### config.mk
export PLATFORM = sky130hd
export DESIGN_NAME = arp_cache_with_aging_core
export DESIGN_NICKNAME = d
export VERILOG_FILES = /design/src/arpc_pkg.sv /design/src/arpc_addr_check.sv /design/src/arp_cache_with_aging_core.sv
export VERILOG_INCLUDE_DIRS = /design/src /design/src/src
export SDC_FILE = /design/constraint.sdc
export NUM_CORES = 1
export LEC_CHECK = 0
export ABC_CLOCK_PERIOD_IN_PS = 4050
export BUFFER_PORTS_ARGS = -buffer_cell sky130_fd_sc_hd__buf_2
export CORE_AREA = 2 2 308 310
export DETAILED_ROUTE_END_ITERATION = 7
export DIE_AREA = 0 0 310 312
export GPL_ROUTABILITY_DRIVEN = 0
export GPL_TIMING_DRIVEN = 0
export PLACE_DENSITY = 0.73
export SYNTH_ARGS = -nofsm -noshare
export SYNTH_HDL_FRONTEND = slang
export SYNTH_SLANG_ARGS = --single-unit
### constraint.sdc
create_clock -name clk -period 4.05 [get_ports clk]
set_input_delay 0.6075 -clock clk [delete_from_list [all_inputs] [get_ports clk]]
set_output_delay 0.6075 -clock clk [all_outputs]
set_load 0.005 [all_outputs]
### src/arp_cache_with_aging_core_macros.svh
// Assertion macros for the ARP cache core.
// Depends on nothing; the including module provides clk and rst.
`ifndef ARP_CACHE_WITH_AGING_CORE_MACROS_SVH
`define ARP_CACHE_WITH_AGING_CORE_MACROS_SVH

`ifndef NO_ASSERTIONS
`define ARPC_ASSERT_SAME(lbl, ante, cons, msg) \
  lbl: assert property (@(posedge clk) disable iff (rst) (ante) |-> (cons)) else $error(msg);
`define ARPC_ASSERT_NEXT(lbl, ante, cons, msg) \
  lbl: assert property (@(posedge clk) disable iff (rst) (ante) |=> (cons)) else $error(msg);
`else
`define ARPC_ASSERT_SAME(lbl, ante, cons, msg)
`define ARPC_ASSERT_NEXT(lbl, ante, cons, msg)
`endif

`endif

### src/arpc_pkg.sv
// Shared types, codes and reset values for the ARP cache core.
// No dependencies.
package arpc_pkg;

  typedef logic [31:0] ip_t;
  typedef logic [47:0] mac_t;
  typedef logic [7:0]  age_t;

  localparam int ENTRIES_DEF = 8;

  typedef enum logic [1:0] {
    ES_EMPTY   = 2'd0,
    ES_PENDING = 2'd1,
    ES_STABLE  = 2'd2,
    ES_REREQ   = 2'd3
  } entry_st_t;

  localparam logic [1:0] ACT_TICK    = 2'd0;
  localparam logic [1:0] ACT_UPDATE  = 2'd1;
  localparam logic [1:0] ACT_RESOLVE = 2'd2;

  localparam logic [1:0] STAT_OK          = 2'd0;
  localparam logic [1:0] STAT_PENDING     = 2'd1;
  localparam logic [1:0] STAT_FULL        = 2'd2;
  localparam logic [1:0] STAT_NOT_UNICAST = 2'd3;

  localparam logic [2:0] REG_LOCAL_IP      = 3'd0;
  localparam logic [2:0] REG_SUBNET_MASK   = 3'd1;
  localparam logic [2:0] REG_MAX_AGE       = 3'd2;
  localparam logic [2:0] REG_REREQUEST_AGE = 3'd3;
  localparam logic [2:0] REG_MAX_PENDING   = 3'd4;

  localparam ip_t  LOCAL_IP_RST      = 32'h0000_0000;
  localparam ip_t  SUBNET_MASK_RST   = 32'hFFFF_FF00;
  localparam age_t MAX_AGE_RST       = 8'd240;
  localparam age_t REREQUEST_AGE_RST = 8'd228;
  localparam age_t MAX_PENDING_RST   = 8'd2;
  localparam age_t AGE_SAT           = 8'hFF;

  localparam ip_t IP_ALL_ONES  = 32'hFFFF_FFFF;
  localparam ip_t IP_MCAST_MSK = 32'hF000_0000;
  localparam ip_t IP_MCAST_VAL = 32'hE000_0000;

endpackage

### src/arpc_addr_check.sv
// Classifies an IPv4 address as not unicast (zero, limited broadcast,
// multicast, subnet broadcast). Depends on arpc_pkg.
module arpc_addr_check (
  input  arpc_pkg::ip_t ip,
  input  arpc_pkg::ip_t local_ip,
  input  arpc_pkg::ip_t subnet_mask,
  output logic          not_unicast
);
  import arpc_pkg::*;

  ip_t host_bits;
  logic special;
  logic subnet_bcast;

  always_comb begin
    host_bits    = ~subnet_mask;
    special      = (ip == '0) || (ip == IP_ALL_ONES) ||
                   ((ip & IP_MCAST_MSK) == IP_MCAST_VAL);
    subnet_bcast = (ip != local_ip) &&
                   ((ip & subnet_mask) == (local_ip & subnet_mask)) &&
                   ((ip & host_bits) == host_bits);
    not_unicast  = special || subnet_bcast;
  end

endmodule

### src/arp_cache_with_aging_core.sv
// ARP cache top level: sequencer, entry store and configuration registers.
// Depends on arpc_pkg, arpc_addr_check and the assertion macro header.
//
// A word is taken when start is high and busy is low. The result word appears
// on the result ports for one cycle with done high, and it must be taken then:
// there is no stall. busy stays high from the accepting edge until the result
// word is out; update, resolve and tick scan every entry, while a rejected
// address or unknown action ends without a scan. The scan steps one entry per
// cycle through the entry memories (one write and one registered read port) with
// one shared address comparator. A new word may be started in the cycle done is
// high. Configuration must be written while busy is low (not enforced).
`include "arp_cache_with_aging_core_macros.svh"

module arp_cache_with_aging_core #(
  parameter int ENTRIES = arpc_pkg::ENTRIES_DEF
) (
  input  logic                clk,
  input  logic                rst,
  input  logic                start,
  output logic                busy,
  input  logic [1:0]          action,
  input  arpc_pkg::ip_t       ip_addr,
  input  arpc_pkg::mac_t      mac_addr,
  output logic                done,
  output logic [1:0]          status,
  output logic [2:0]          entry_index,
  output arpc_pkg::mac_t      dest_mac,
  output logic                send_request,
  output logic                release_held,
  output logic                drop_held,
  input  logic                cfg_valid,
  output logic                cfg_ready,
  input  logic [2:0]          cfg_index,
  input  logic [31:0]         cfg_data
);
  import arpc_pkg::*;

  localparam int IDX_W = (ENTRIES > 1) ? $clog2(ENTRIES) : 1;
  localparam int CNT_W = $clog2(ENTRIES + 1);

  typedef enum logic [5:0] {
    S_IDLE   = 6'b000001,
    S_CHECK  = 6'b000010,
    S_SCAN   = 6'b000100,
    S_FETCH  = 6'b001000,
    S_DECIDE = 6'b010000,
    S_TICK   = 6'b100000
  } seq_st_t;

  seq_st_t state, state_next;

  // configuration
  ip_t  local_ip, subnet_mask;
  age_t max_age, rerequest_age, max_pending;

  // latched word
  logic [1:0] act_r;
  ip_t        ip_r;
  mac_t       mac_r;

  // entry store
  entry_st_t  entry_state [ENTRIES];
  logic       has_pkt     [ENTRIES];
  ip_t        ip_mem      [ENTRIES];
  mac_t       mac_mem     [ENTRIES];
  age_t       age_mem     [ENTRIES];
  ip_t        ip_q;
  mac_t       mac_q;
  age_t       age_q;

  // scan control
  logic [CNT_W-1:0] cnt;
  logic             scan_end;
  logic             pv;
  logic [IDX_W-1:0] p_idx, rd_addr, sel_idx, ent_sel;
  logic             hit_found, free_found;
  logic [IDX_W-1:0] hit_idx, free_idx;

  entry_st_t st_cur, st_wd, s_eff;
  logic      hp_cur, hp_eff, taken, dropped;
  logic      st_we, hp_we, hp_wd, ip_we, mac_we, age_we;
  age_t      age_wd, age_inc;
  logic      expire;
  logic      nonuni;

  logic       emit;
  logic [1:0] o_status;
  logic [2:0] o_idx;
  mac_t       o_mac;
  logic       o_req, o_rel, o_drop;

  arpc_addr_check u_addr_check (
    .ip          (ip_r),
    .local_ip    (local_ip),
    .subnet_mask (subnet_mask),
    .not_unicast (nonuni)
  );

  assign busy      = (state != S_IDLE);
  assign cfg_ready = 1'b1;
  assign scan_end  = (cnt == CNT_W'(ENTRIES));

  always_comb begin
    sel_idx = hit_found ? hit_idx : free_idx;
    ent_sel = (state == S_FETCH || state == S_DECIDE) ? sel_idx : p_idx;
    if (state == S_FETCH) begin
      rd_addr = sel_idx;
    end else if (cnt < CNT_W'(ENTRIES)) begin
      rd_addr = cnt[IDX_W-1:0];
    end else begin
      rd_addr = '0;
    end
    st_cur  = entry_state[ent_sel];
    hp_cur  = has_pkt[ent_sel];
    taken   = !hit_found && free_found;
    s_eff   = hit_found ? st_cur : ES_EMPTY;
    hp_eff  = hit_found && hp_cur;
    dropped = taken && hp_cur;
    age_inc = (age_q == AGE_SAT) ? age_q : age_q + 8'd1;
    expire  = (age_inc >= max_age) || (st_cur == ES_PENDING && age_inc >= max_pending);
  end

  always_comb begin
    state_next = state;
    st_we  = 1'b0;
    st_wd  = ES_EMPTY;
    hp_we  = 1'b0;
    hp_wd  = 1'b0;
    ip_we  = 1'b0;
    mac_we = 1'b0;
    age_we = 1'b0;
    age_wd = '0;
    emit     = 1'b0;
    o_status = STAT_OK;
    o_idx    = '0;
    o_mac    = '0;
    o_req    = 1'b0;
    o_rel    = 1'b0;
    o_drop   = 1'b0;
    unique case (state)
      S_IDLE: begin
        if (start) state_next = S_CHECK;
      end
      S_CHECK: begin
        case (act_r) inside
          ACT_TICK: state_next = S_TICK;
          ACT_UPDATE, ACT_RESOLVE: begin
            if (nonuni) begin
              emit       = 1'b1;
              o_status   = STAT_NOT_UNICAST;
              state_next = S_IDLE;
            end else begin
              state_next = S_SCAN;
            end
          end
          default: begin
            emit       = 1'b1;
            state_next = S_IDLE;
          end
        endcase
      end
      S_SCAN: begin
        if (scan_end) state_next = S_FETCH;
      end
      S_FETCH: begin
        if (!hit_found && !free_found) begin
          emit       = 1'b1;
          o_status   = STAT_FULL;
          state_next = S_IDLE;
        end else begin
          state_next = S_DECIDE;
        end
      end
      S_DECIDE: begin
        emit       = 1'b1;
        state_next = S_IDLE;
        o_idx      = 3'(sel_idx);
        o_drop     = dropped;
        if (taken) begin
          ip_we  = 1'b1;
          age_we = 1'b1;
          hp_we  = 1'b1;
        end
        if (act_r == ACT_UPDATE) begin
          st_we  = 1'b1;
          st_wd  = ES_STABLE;
          mac_we = 1'b1;
          age_we = 1'b1;
          hp_we  = 1'b1;
          if (hp_eff) begin
            o_rel = 1'b1;
            o_mac = mac_r;
          end
        end else if (s_eff == ES_STABLE || s_eff == ES_REREQ) begin
          o_mac = mac_q;
          if (s_eff == ES_STABLE && age_q >= rerequest_age) begin
            o_req = 1'b1;
            st_we = 1'b1;
            st_wd = ES_REREQ;
          end
        end else begin
          st_we    = 1'b1;
          st_wd    = ES_PENDING;
          hp_we    = 1'b1;
          hp_wd    = 1'b1;
          o_req    = 1'b1;
          o_drop   = dropped || hp_eff;
          o_status = STAT_PENDING;
        end
      end
      S_TICK: begin
        if (pv && st_cur != ES_EMPTY) begin
          age_we = 1'b1;
          age_wd = age_inc;
          st_we  = 1'b1;
          if (expire) begin
            st_wd = ES_EMPTY;
            hp_we = 1'b1;
          end else begin
            st_wd = (st_cur == ES_REREQ) ? ES_STABLE : st_cur;
          end
        end
        if (scan_end) begin
          emit       = 1'b1;
          state_next = S_IDLE;
        end
      end
      default: state_next = S_IDLE;
    endcase
  end

  // sequencer and scan control
  always_ff @(posedge clk) begin
    if (rst) begin
      state      <= S_IDLE;
      done       <= 1'b0;
      cnt        <= '0;
      pv         <= 1'b0;
      hit_found  <= 1'b0;
      free_found <= 1'b0;
    end else begin
      state <= state_next;
      done  <= emit;
      pv    <= (state == S_SCAN || state == S_TICK) && (cnt < CNT_W'(ENTRIES));
      if (state == S_CHECK) begin
        cnt        <= '0;
        hit_found  <= 1'b0;
        free_found <= 1'b0;
      end else if ((state == S_SCAN || state == S_TICK) && !scan_end) begin
        cnt <= cnt + CNT_W'(1);
      end
      // one entry per cycle through the shared comparator
      if (state == S_SCAN && pv) begin
        if (!hit_found && st_cur != ES_EMPTY && ip_q == ip_r) begin
          hit_found <= 1'b1;
        end
        if (!free_found && (st_cur == ES_EMPTY || st_cur == ES_PENDING)) begin
          free_found <= 1'b1;
        end
      end
    end
  end

  // payload registers
  always_ff @(posedge clk) begin
    p_idx <= rd_addr;
    if (state == S_IDLE && start) begin
      act_r <= action;
      ip_r  <= ip_addr;
      mac_r <= mac_addr;
    end
    if (state == S_SCAN && pv) begin
      if (!hit_found && st_cur != ES_EMPTY && ip_q == ip_r) hit_idx <= p_idx;
      if (!free_found && (st_cur == ES_EMPTY || st_cur == ES_PENDING)) free_idx <= p_idx;
    end
    if (emit) begin
      status       <= o_status;
      entry_index  <= o_idx;
      dest_mac     <= o_mac;
      send_request <= o_req;
      release_held <= o_rel;
      drop_held    <= o_drop;
    end
  end

  // entry state and held-packet flags, cleared by reset
  always_ff @(posedge clk) begin
    if (rst) begin
      for (int i = 0; i < ENTRIES; i++) begin
        entry_state[i] <= ES_EMPTY;
        has_pkt[i]     <= 1'b0;
      end
    end else begin
      if (st_we) entry_state[ent_sel] <= st_wd;
      if (hp_we) has_pkt[ent_sel] <= hp_wd;
    end
  end

  // entry memories: one write and one registered read per cycle
  always_ff @(posedge clk) begin
    if (ip_we)  ip_mem[ent_sel]  <= ip_r;
    if (mac_we) mac_mem[ent_sel] <= mac_r;
    if (age_we) age_mem[ent_sel] <= age_wd;
    ip_q  <= ip_mem[rd_addr];
    mac_q <= mac_mem[rd_addr];
    age_q <= age_mem[rd_addr];
  end

  // configuration registers
  always_ff @(posedge clk) begin
    if (rst) begin
      local_ip      <= LOCAL_IP_RST;
      subnet_mask   <= SUBNET_MASK_RST;
      max_age       <= MAX_AGE_RST;
      rerequest_age <= REREQUEST_AGE_RST;
      max_pending   <= MAX_PENDING_RST;
    end else if (cfg_valid && cfg_ready) begin
      unique case (cfg_index)
        REG_LOCAL_IP:      local_ip      <= cfg_data;
        REG_SUBNET_MASK:   subnet_mask   <= cfg_data;
        REG_MAX_AGE:       max_age       <= cfg_data[7:0];
        REG_REREQUEST_AGE: rerequest_age <= cfg_data[7:0];
        REG_MAX_PENDING:   max_pending   <= cfg_data[7:0];
        default: ;
      endcase
    end
  end

  `ARPC_ASSERT_SAME(a_done_idle, done, state == S_IDLE, "result word while sequencer busy")
  `ARPC_ASSERT_NEXT(a_start_busy, start && !busy, busy, "accepted word did not start sequencer")
  `ARPC_ASSERT_SAME(a_release_ok, done && release_held, status == STAT_OK && !send_request, "release with bad status")
  `ARPC_ASSERT_SAME(a_reject_clean, done && status == STAT_NOT_UNICAST, entry_index == '0 && !send_request && !drop_held, "rejected address touched an entry")

endmodule
# --- Word level (Yosys, flattened, before mapping) ---
# Memory sizes are Yosys's and may differ from the RTL's. A register that Yosys moved wholly into a read port is not among the register bits.
# Index checks and enable logic that the tools add are counted.
classes:
  n_addsub: 2
  n_lt_le_gt_ge: 4
  eq_ne: 28
  mux: 87
  bitwise: 5
  reduce_logical: 47
ops:
  columns: ["cell", "count"]
  rows:
  - ["2-to-1 mux 48 bit", 3]
  - ["bitwise AND 32 bit", 3]
  - ["equality test 32 bit", 3]
  - ["2-to-1 mux 1 bit", 49]
  - ["equality test 32 bit, second input constant", 1]
  - ["zero test 32 bit", 1]
  - ["inequality test 32 bit", 1]
  - ["NOT 32 bit", 1]
  - ["one-hot mux 6 bit (5 select lines)", 1]
  - ["greater-or-equal comparator 8 bit", 3]
  - ["2-to-1 mux 2 bit", 12]
  - ["2-to-1 mux 3 bit", 8]
  - ["2-to-1 mux 6 bit", 4]
  - ["2-to-1 mux 8 bit", 3]
  - ["logical AND 1 bit", 16]
  - ["AND reduction 2 bit", 8]
  - ["logical OR 1 bit", 9]
  - ["adder 8 x 1 -> 8 bit, second input constant", 1]
  - ["equality test 2 bit, second input constant", 4]
  - ["equality test 4 bit, second input constant", 2]
  - ["equality test 8 bit, second input constant", 1]
  - ["OR reduction 2 bit", 4]
  - ["equality test 3 x 2 -> 1 bit, second input constant", 2]
  - ["equality test 6 x 1 -> 1 bit, second input constant", 1]
  - ["24 further kinds", 32]
totals:
  regBits: 249
  mem_bits_rw: 728
  output_inout_bits: 59
  mem_count: 5
mem_list:
  columns: ["name", "depth", "word_bits", "read_ports", "rd_ports_with_merged_regs", "write_ports", "line_no", "source"]
  rows:
  - ["mac_mem", 8, 48, 1, 1, 1, "arp_cache_with_aging_core.sv:65", "mac_t mac_mem [ENTRIES];"]
  - ["ip_mem", 8, 32, 1, 1, 1, "arp_cache_with_aging_core.sv:64", "ip_t ip_mem [ENTRIES];"]
  - ["age_mem", 8, 8, 1, 1, 1, "arp_cache_with_aging_core.sv:66", "age_t age_mem [ENTRIES];"]
  - ["entry_state", 8, 2, 1, 0, 8, "arp_cache_with_aging_core.sv:62", "entry_st_t entry_state [ENTRIES];"]
  - ["has_pkt", 8, 1, 1, 0, 8, "arp_cache_with_aging_core.sv:63", "logic has_pkt [ENTRIES];"]

# --- Longest topological paths before layout ---
# An unclocked memory read counts as a cell.
logic_depth:
  ltp_word: 16
  mapped_depth: 15
  mapped_depth_nobuf: 14

# --- Hierarchy ---
# A second synthesis with hierarchy kept.
unflattened:
  hier_cells: 3512
  area_unflattened_um2: 42064.1
modules_own_cells:
  columns: ["mod", "n_inst", "cells_each", "area_each_um2"]
  rows:
  - ["arp_cache_with_aging_core", 1, 3398, 41254.6]
  - ["arpc_addr_check", 1, 114, 809.5]

# --- Least setup slack after synthesis ---
# OpenSTA, ideal clock, no wires.
synth_timing:
  path_kind: "register to register"
  start: "reg state[0]"
  end: "mem mac_mem[4][0] in the netlist's numbering (enable)"
  setup_ns: 0.454
  arrival_time_ns: 3.964
  required_time_ns: 3.596
  slack_ns: -0.368
  path_stages_with_launch: 8
  path_cell_list: "dfxtp_1 buf_2 or4_4 nor3_1 nor2_1 or3_1 clkbuf_1 nor2_1"
synth_via:
  elab_chain_len: 4
  elab_cells_between_ends: 7
  cone_classes: "eq/ne: 2; mux: 4; reduce/logical: 1"
synth_lines:
  columns: ["item", "line_no", "source"]
  rows:
  - ["from (decl)", "arp_cache_with_aging_core.sv:50", "seq_st_t state, state_next;"]
  - ["from (signal assigned)", "arp_cache_with_aging_core.sv:242", "state <= state_next;"]
  - ["equality test 6 x 5 -> 1 bit", "arp_cache_with_aging_core.sv:105, arp_cache_with_aging_core.sv:140", null]
  - ["2-to-1 mux 1 bit", "arp_cache_with_aging_core.sv:140", "unique case (state)"]
  - ["2-to-1 mux 1 bit", "arp_cache_with_aging_core.sv:302", "if (mac_we) mac_mem[ent_sel] <= mac_r;"]
  - ["2-to-1 mux 1 bit (not written as such)", "arp_cache_with_aging_core.sv:302", null]
  - ["to (decl)", "arp_cache_with_aging_core.sv:65", null]
# Parallel ways exist; a longest one is shown, timed or not.

# --- Final worst setup path ---
layout_timing:
  start: "reg hit_found"
  end: "reg dest_mac[32], data pin"
layout_via:
  elab_chain_len: 8
  elab_cells_between_ends: 12
  cone_classes: "eq/ne: 2; mux: 6; reduce/logical: 2; memory: 2"
layout_lines:
  columns: ["item", "line_no", "source"]
  rows:
  - ["from (decl)", "arp_cache_with_aging_core.sv:76", "logic hit_found, free_found;"]
  - ["from (signal assigned)", "arp_cache_with_aging_core.sv:239", "hit_found <= 1'b0;"]
  - ["from (signal assigned)", "arp_cache_with_aging_core.sv:247", "hit_found <= 1'b0;"]
  - ["from (signal assigned)", "arp_cache_with_aging_core.sv:255", "hit_found <= 1'b1;"]
  - ["2-to-1 mux 3 bit", "arp_cache_with_aging_core.sv:104", "sel_idx = hit_found ? hit_idx : free_idx;"]
  - ["2-to-1 mux 3 bit", "arp_cache_with_aging_core.sv:105", "ent_sel = (state == S_FETCH || state == S_DECIDE) ? sel_idx : p_idx;"]
  - ["memory read (8 x 2 bit)", null, null]
  - ["2-to-1 mux 2 bit", "arp_cache_with_aging_core.sv:116", "s_eff = hit_found ? st_cur : ES_EMPTY;"]
  - ["equality test 2 bit", "arp_cache_with_aging_core.sv:194", "end else if (s_eff == ES_STABLE || s_eff == ES_REREQ) begin"]
  - ["logical OR 1 bit", "arp_cache_with_aging_core.sv:194", null]
  - ["2-to-1 mux 48 bit", "arp_cache_with_aging_core.sv:194", null]
  - ["2-to-1 mux 48 bit (*)", "arp_cache_with_aging_core.sv:184", "if (act_r == ACT_UPDATE) begin"]
  - ["to (signal assigned)", "arp_cache_with_aging_core.sv:279", "dest_mac <= o_mac;"]
  - ["to (decl)", "arp_cache_with_aging_core.sv:27", "output arpc_pkg::mac_t dest_mac,"]
# Every way passes the cells marked *; elsewhere a longest branch is shown, timed or not.
# A chain may end at the register's enable or synchronous reset.

==> results.json <==
{
  "slew_viol_final": 0,
  "dpl.hpwl_um": 73770,
  "max_freq_ghz": 0.2529,
  "detail_route.wirelength_um": 111500,
  "netlist.area_leader.share_pct": 62.83,
  "cp-end-kind": "flip-flop",
  "fin_skew_ps": 34.77,
  "power_density_nw_per_um2": 468.3,
  "hold_viol": 0,
  "status": "complete, no violations",
  "tns_ps": 0,
  "yosysTopAreaCell": "edfxtp_1",
  "clk_latency_ps": 710,
  "synth.yosys.seq_area_share_pct": 72.10,
  "fin_crit_ps": 3955,
  "ys_types": 75,
  "slew_headroom_pct": 21.78,
  "arrival_ps": 4480,
  "path_max_fanout": 10,
  "wl_per_cell_um": 21.91,
  "hold_slack_ps": 78.97,
  "die_x_um": 310,
  "fin_ws_ps": 95.42,
  "hold_class": "input port to flip-flop",
  "syn-cell-area_um2": 41680,
  "dr.pass1.iters": 7,
  "synth-seq-cells": 1065,
  "postSynthAreaPerCell_um2": 12.13,
  "dieArea_um2": 96720,
  "dp_cells": 4890,
  "area_growth_pct": 16.60,
  "postCtsHoldBufs": 0,
  "layout-drive-gt1-share_pct": 12.99,
  "ant_nets": 0,
  "synthCells": 3436,
  "finalCritPeriodShare_pct": 97.64,
  "stdcell_count": 5088,
  "cts_root_buf": "clkbuf_16",
  "synth_edf_count": 872,
  "synth_fp_nets": 3586,
  "antenna_found_initial": 0,
  "ys.flop_type": "edfxtp_1",
  "via_per_inst": 5.637,
  "fin_util_pct": 52.22,
  "vdd_drop_max_mv": 0.3301,
  "dieHeight_um": 312,
  "leakagePower_nw": 17.36,
  "synthArstFlopShare_pct": 0,
  "synth_warnings": 0,
  "worstPathRequired_ps": 4580,
  "fill_cells": 7676,
  "vias": 28680,
  "coreArea_um2": 93050,
  "placed_area_um2": 44840,
  "maxCapViolations": 0,
  "path_clk_slew_ps": 60,
  "grt_pass1_vias": 28290,
  "grt_max_degree": 56,
  "rows": 112,
  "clock_path_buffers": 3,
  "drc": 0,
  "diodes": 0,
  "pin_count": 180,
  "total_power_mw": 22.76,
  "final_area_um2": 48590,
  "start_util_pct": 44.79,
  "cts_max_level": 3,
  "grt.total_usage_pct": 22.87,
  "crit_type": "flip-flop to flip-flop",
  "nets": 3894,
  "first_iter_violations": 3226,
  "synth_area_leaders": "edfxtp_1 (63%), dfxtp_1 (9.3%), nand2_1 (8.7%), nand3_1 (5.6%), clkbuf_1 (1.3%)",
  "grt-ovfl-total": 0,
  "grt_pass1_wl_um": 167500,
  "setup-violations-final": 0,
  "pre_cts_ws_ps": -1064,
  "startpoint_type": "flip-flop",
  "tightest_slew_ps": 1173,
  "numCtsBuffers": 103,
  "io_buffer_count": 177,
  "clock_sinks": 1065,
  "cts_tree": "done"
}
==> power breakdown <==
group	switching [mW]	internal, mW
combinational	0.293	0.170
clock	4.18	5.83
sequential	0.282	12.0
==> path summary, 6_finish.rpt <==
path,from,to,slack [ps],cells past startpoint
max reg2reg,hit_found,dest_mac[32],100,11
min,action[1],act_r[1],80,1
min reg2reg,max_pending[6],max_pending[6],450,2
max,hit_found,dest_mac[32],100,11
==> sequential cells by signal, summed over array words and instances, names as in the netlist, 32 cells and up <==
signal and flops:
mac_q 48, mac_mem 384, subnet_mask 32, ip_q 32, mac_r 48, ip_mem 256, local_ip 32, ip_r 32
age_mem 64, dest_mac 48
==> area by class of cell <==
class,count,area (um2),area share (%)
Timing Repair Buffer,205,1504,3.095
Clock inverter,54,646.9,1.331
Multi-Input combinational cell,2109,10830,22.29
Tap cell,1254,1569,3.229
Clock buffer,141,2912,5.992
Buffer,194,832.0,1.712
Inverter,66,247.7,0.5098
Sequential cell,1065,30050,61.84
==> critical path, stage by stage (launching register included) <==
cell and delay, ps:
dfxtp_1 300, clkbuf_1 330, mux2i_2 510, and3_1 320
o21ai_0 100, a32o_1 300, nor3_4 520, nand2_2 190
nor2_4 310, buf_2 400, buf_6 230, a22o_1 250
==> timing repair <==
item                                    4_1_cts  5_1_grt
pin swaps                                     1        7
gates resized for setup                      30       63
endpoints found under the setup margin      197      201
setup buffers                                 0        5
==> routing by layer <==
| layer | routed length, um | track usage [%] | vias up | share of wire (%) |
|---|---|---|---|---|
| met2 | 51810 | 36.55 | 1592 | 46 |
| li1 | - | - | 12901 | - |
| met1 | 43480 | 30.80 | 13904 | 39 |
| met4 | 4868 | 10.13 | 0 | 4.4 |
| met3 | 11340 | 3.852 | 283 | 10 |
| met5 | 0 | 0 | - | 0 |
==> cell usage after synthesis, types with 4 or more instances <==
master and count:
nand3_1 464, nor3_1 32, nor3b_1 7, buf_1 26
o21ai_1 6, nor4_1 18, o32ai_1 4, a21o_1 6
buf_2 24, nand4_1 26, xnor2_1 51, a31oi_1 6
a22o_1 51, dfxtp_1 193, xor2_1 23, clkbuf_1 143
and2_1 4, o211ai_1 32, nand2b_1 10, nand3b_1 5
inv_1 64, o21ai_0 104, a21boi_1 8, edfxtp_1 872
ha_1 29, nand2_1 962, nor2b_1 9, nor2_1 74
mux2i_1 14, a21oi_1 72, o22ai_1 30, and3_1 7
==> cell families after synthesis <==
logic type      after synthesis  synth area share, %
mux                          19               0.5254
compound gates              345                5.329
xor+xnor                     74                1.555
flops                      1065                72.10
other cells                   1             0.008998
fa+ha+maj                    29               0.8706
buf+inv                     262                2.477
simple gates               1641                17.13
==> cell usage in the layout (no fill, tap or decap), drive strengths merged, types with 4 or more instances in the layout <==
cell / netlist / final
a21o: 6 / 6
inv: 64 / 70
and2: 4 / 4
nand2b: 10 / 10
clkbuf: 143 / 287
dfxtp: 193 / 193
and3: 7 / 7
xor2: 23 / 23
nor4: 19 / 19
nand4: 26 / 26
or4: 4 / 4
nand3: 464 / 464
mux2i: 14 / 14
nor3: 34 / 34
nor3b: 7 / 7
clkinv: 2 / 35
a21oi: 72 / 72
ha: 29 / 29
o21ai: 110 / 110
o211ai: 32 / 32
xnor2: 51 / 51
buf: 53 / 253
nand3b: 5 / 5
a21boi: 9 / 9
a31oi: 7 / 7
a22o: 51 / 51
nand2: 963 / 963
nor2: 76 / 76
edfxtp: 872 / 872
o32ai: 4 / 4
nor2b: 9 / 9
bufinv: 0 / 12
o22ai: 30 / 30
No activity file was read; power rests on OpenSTA's default activity.
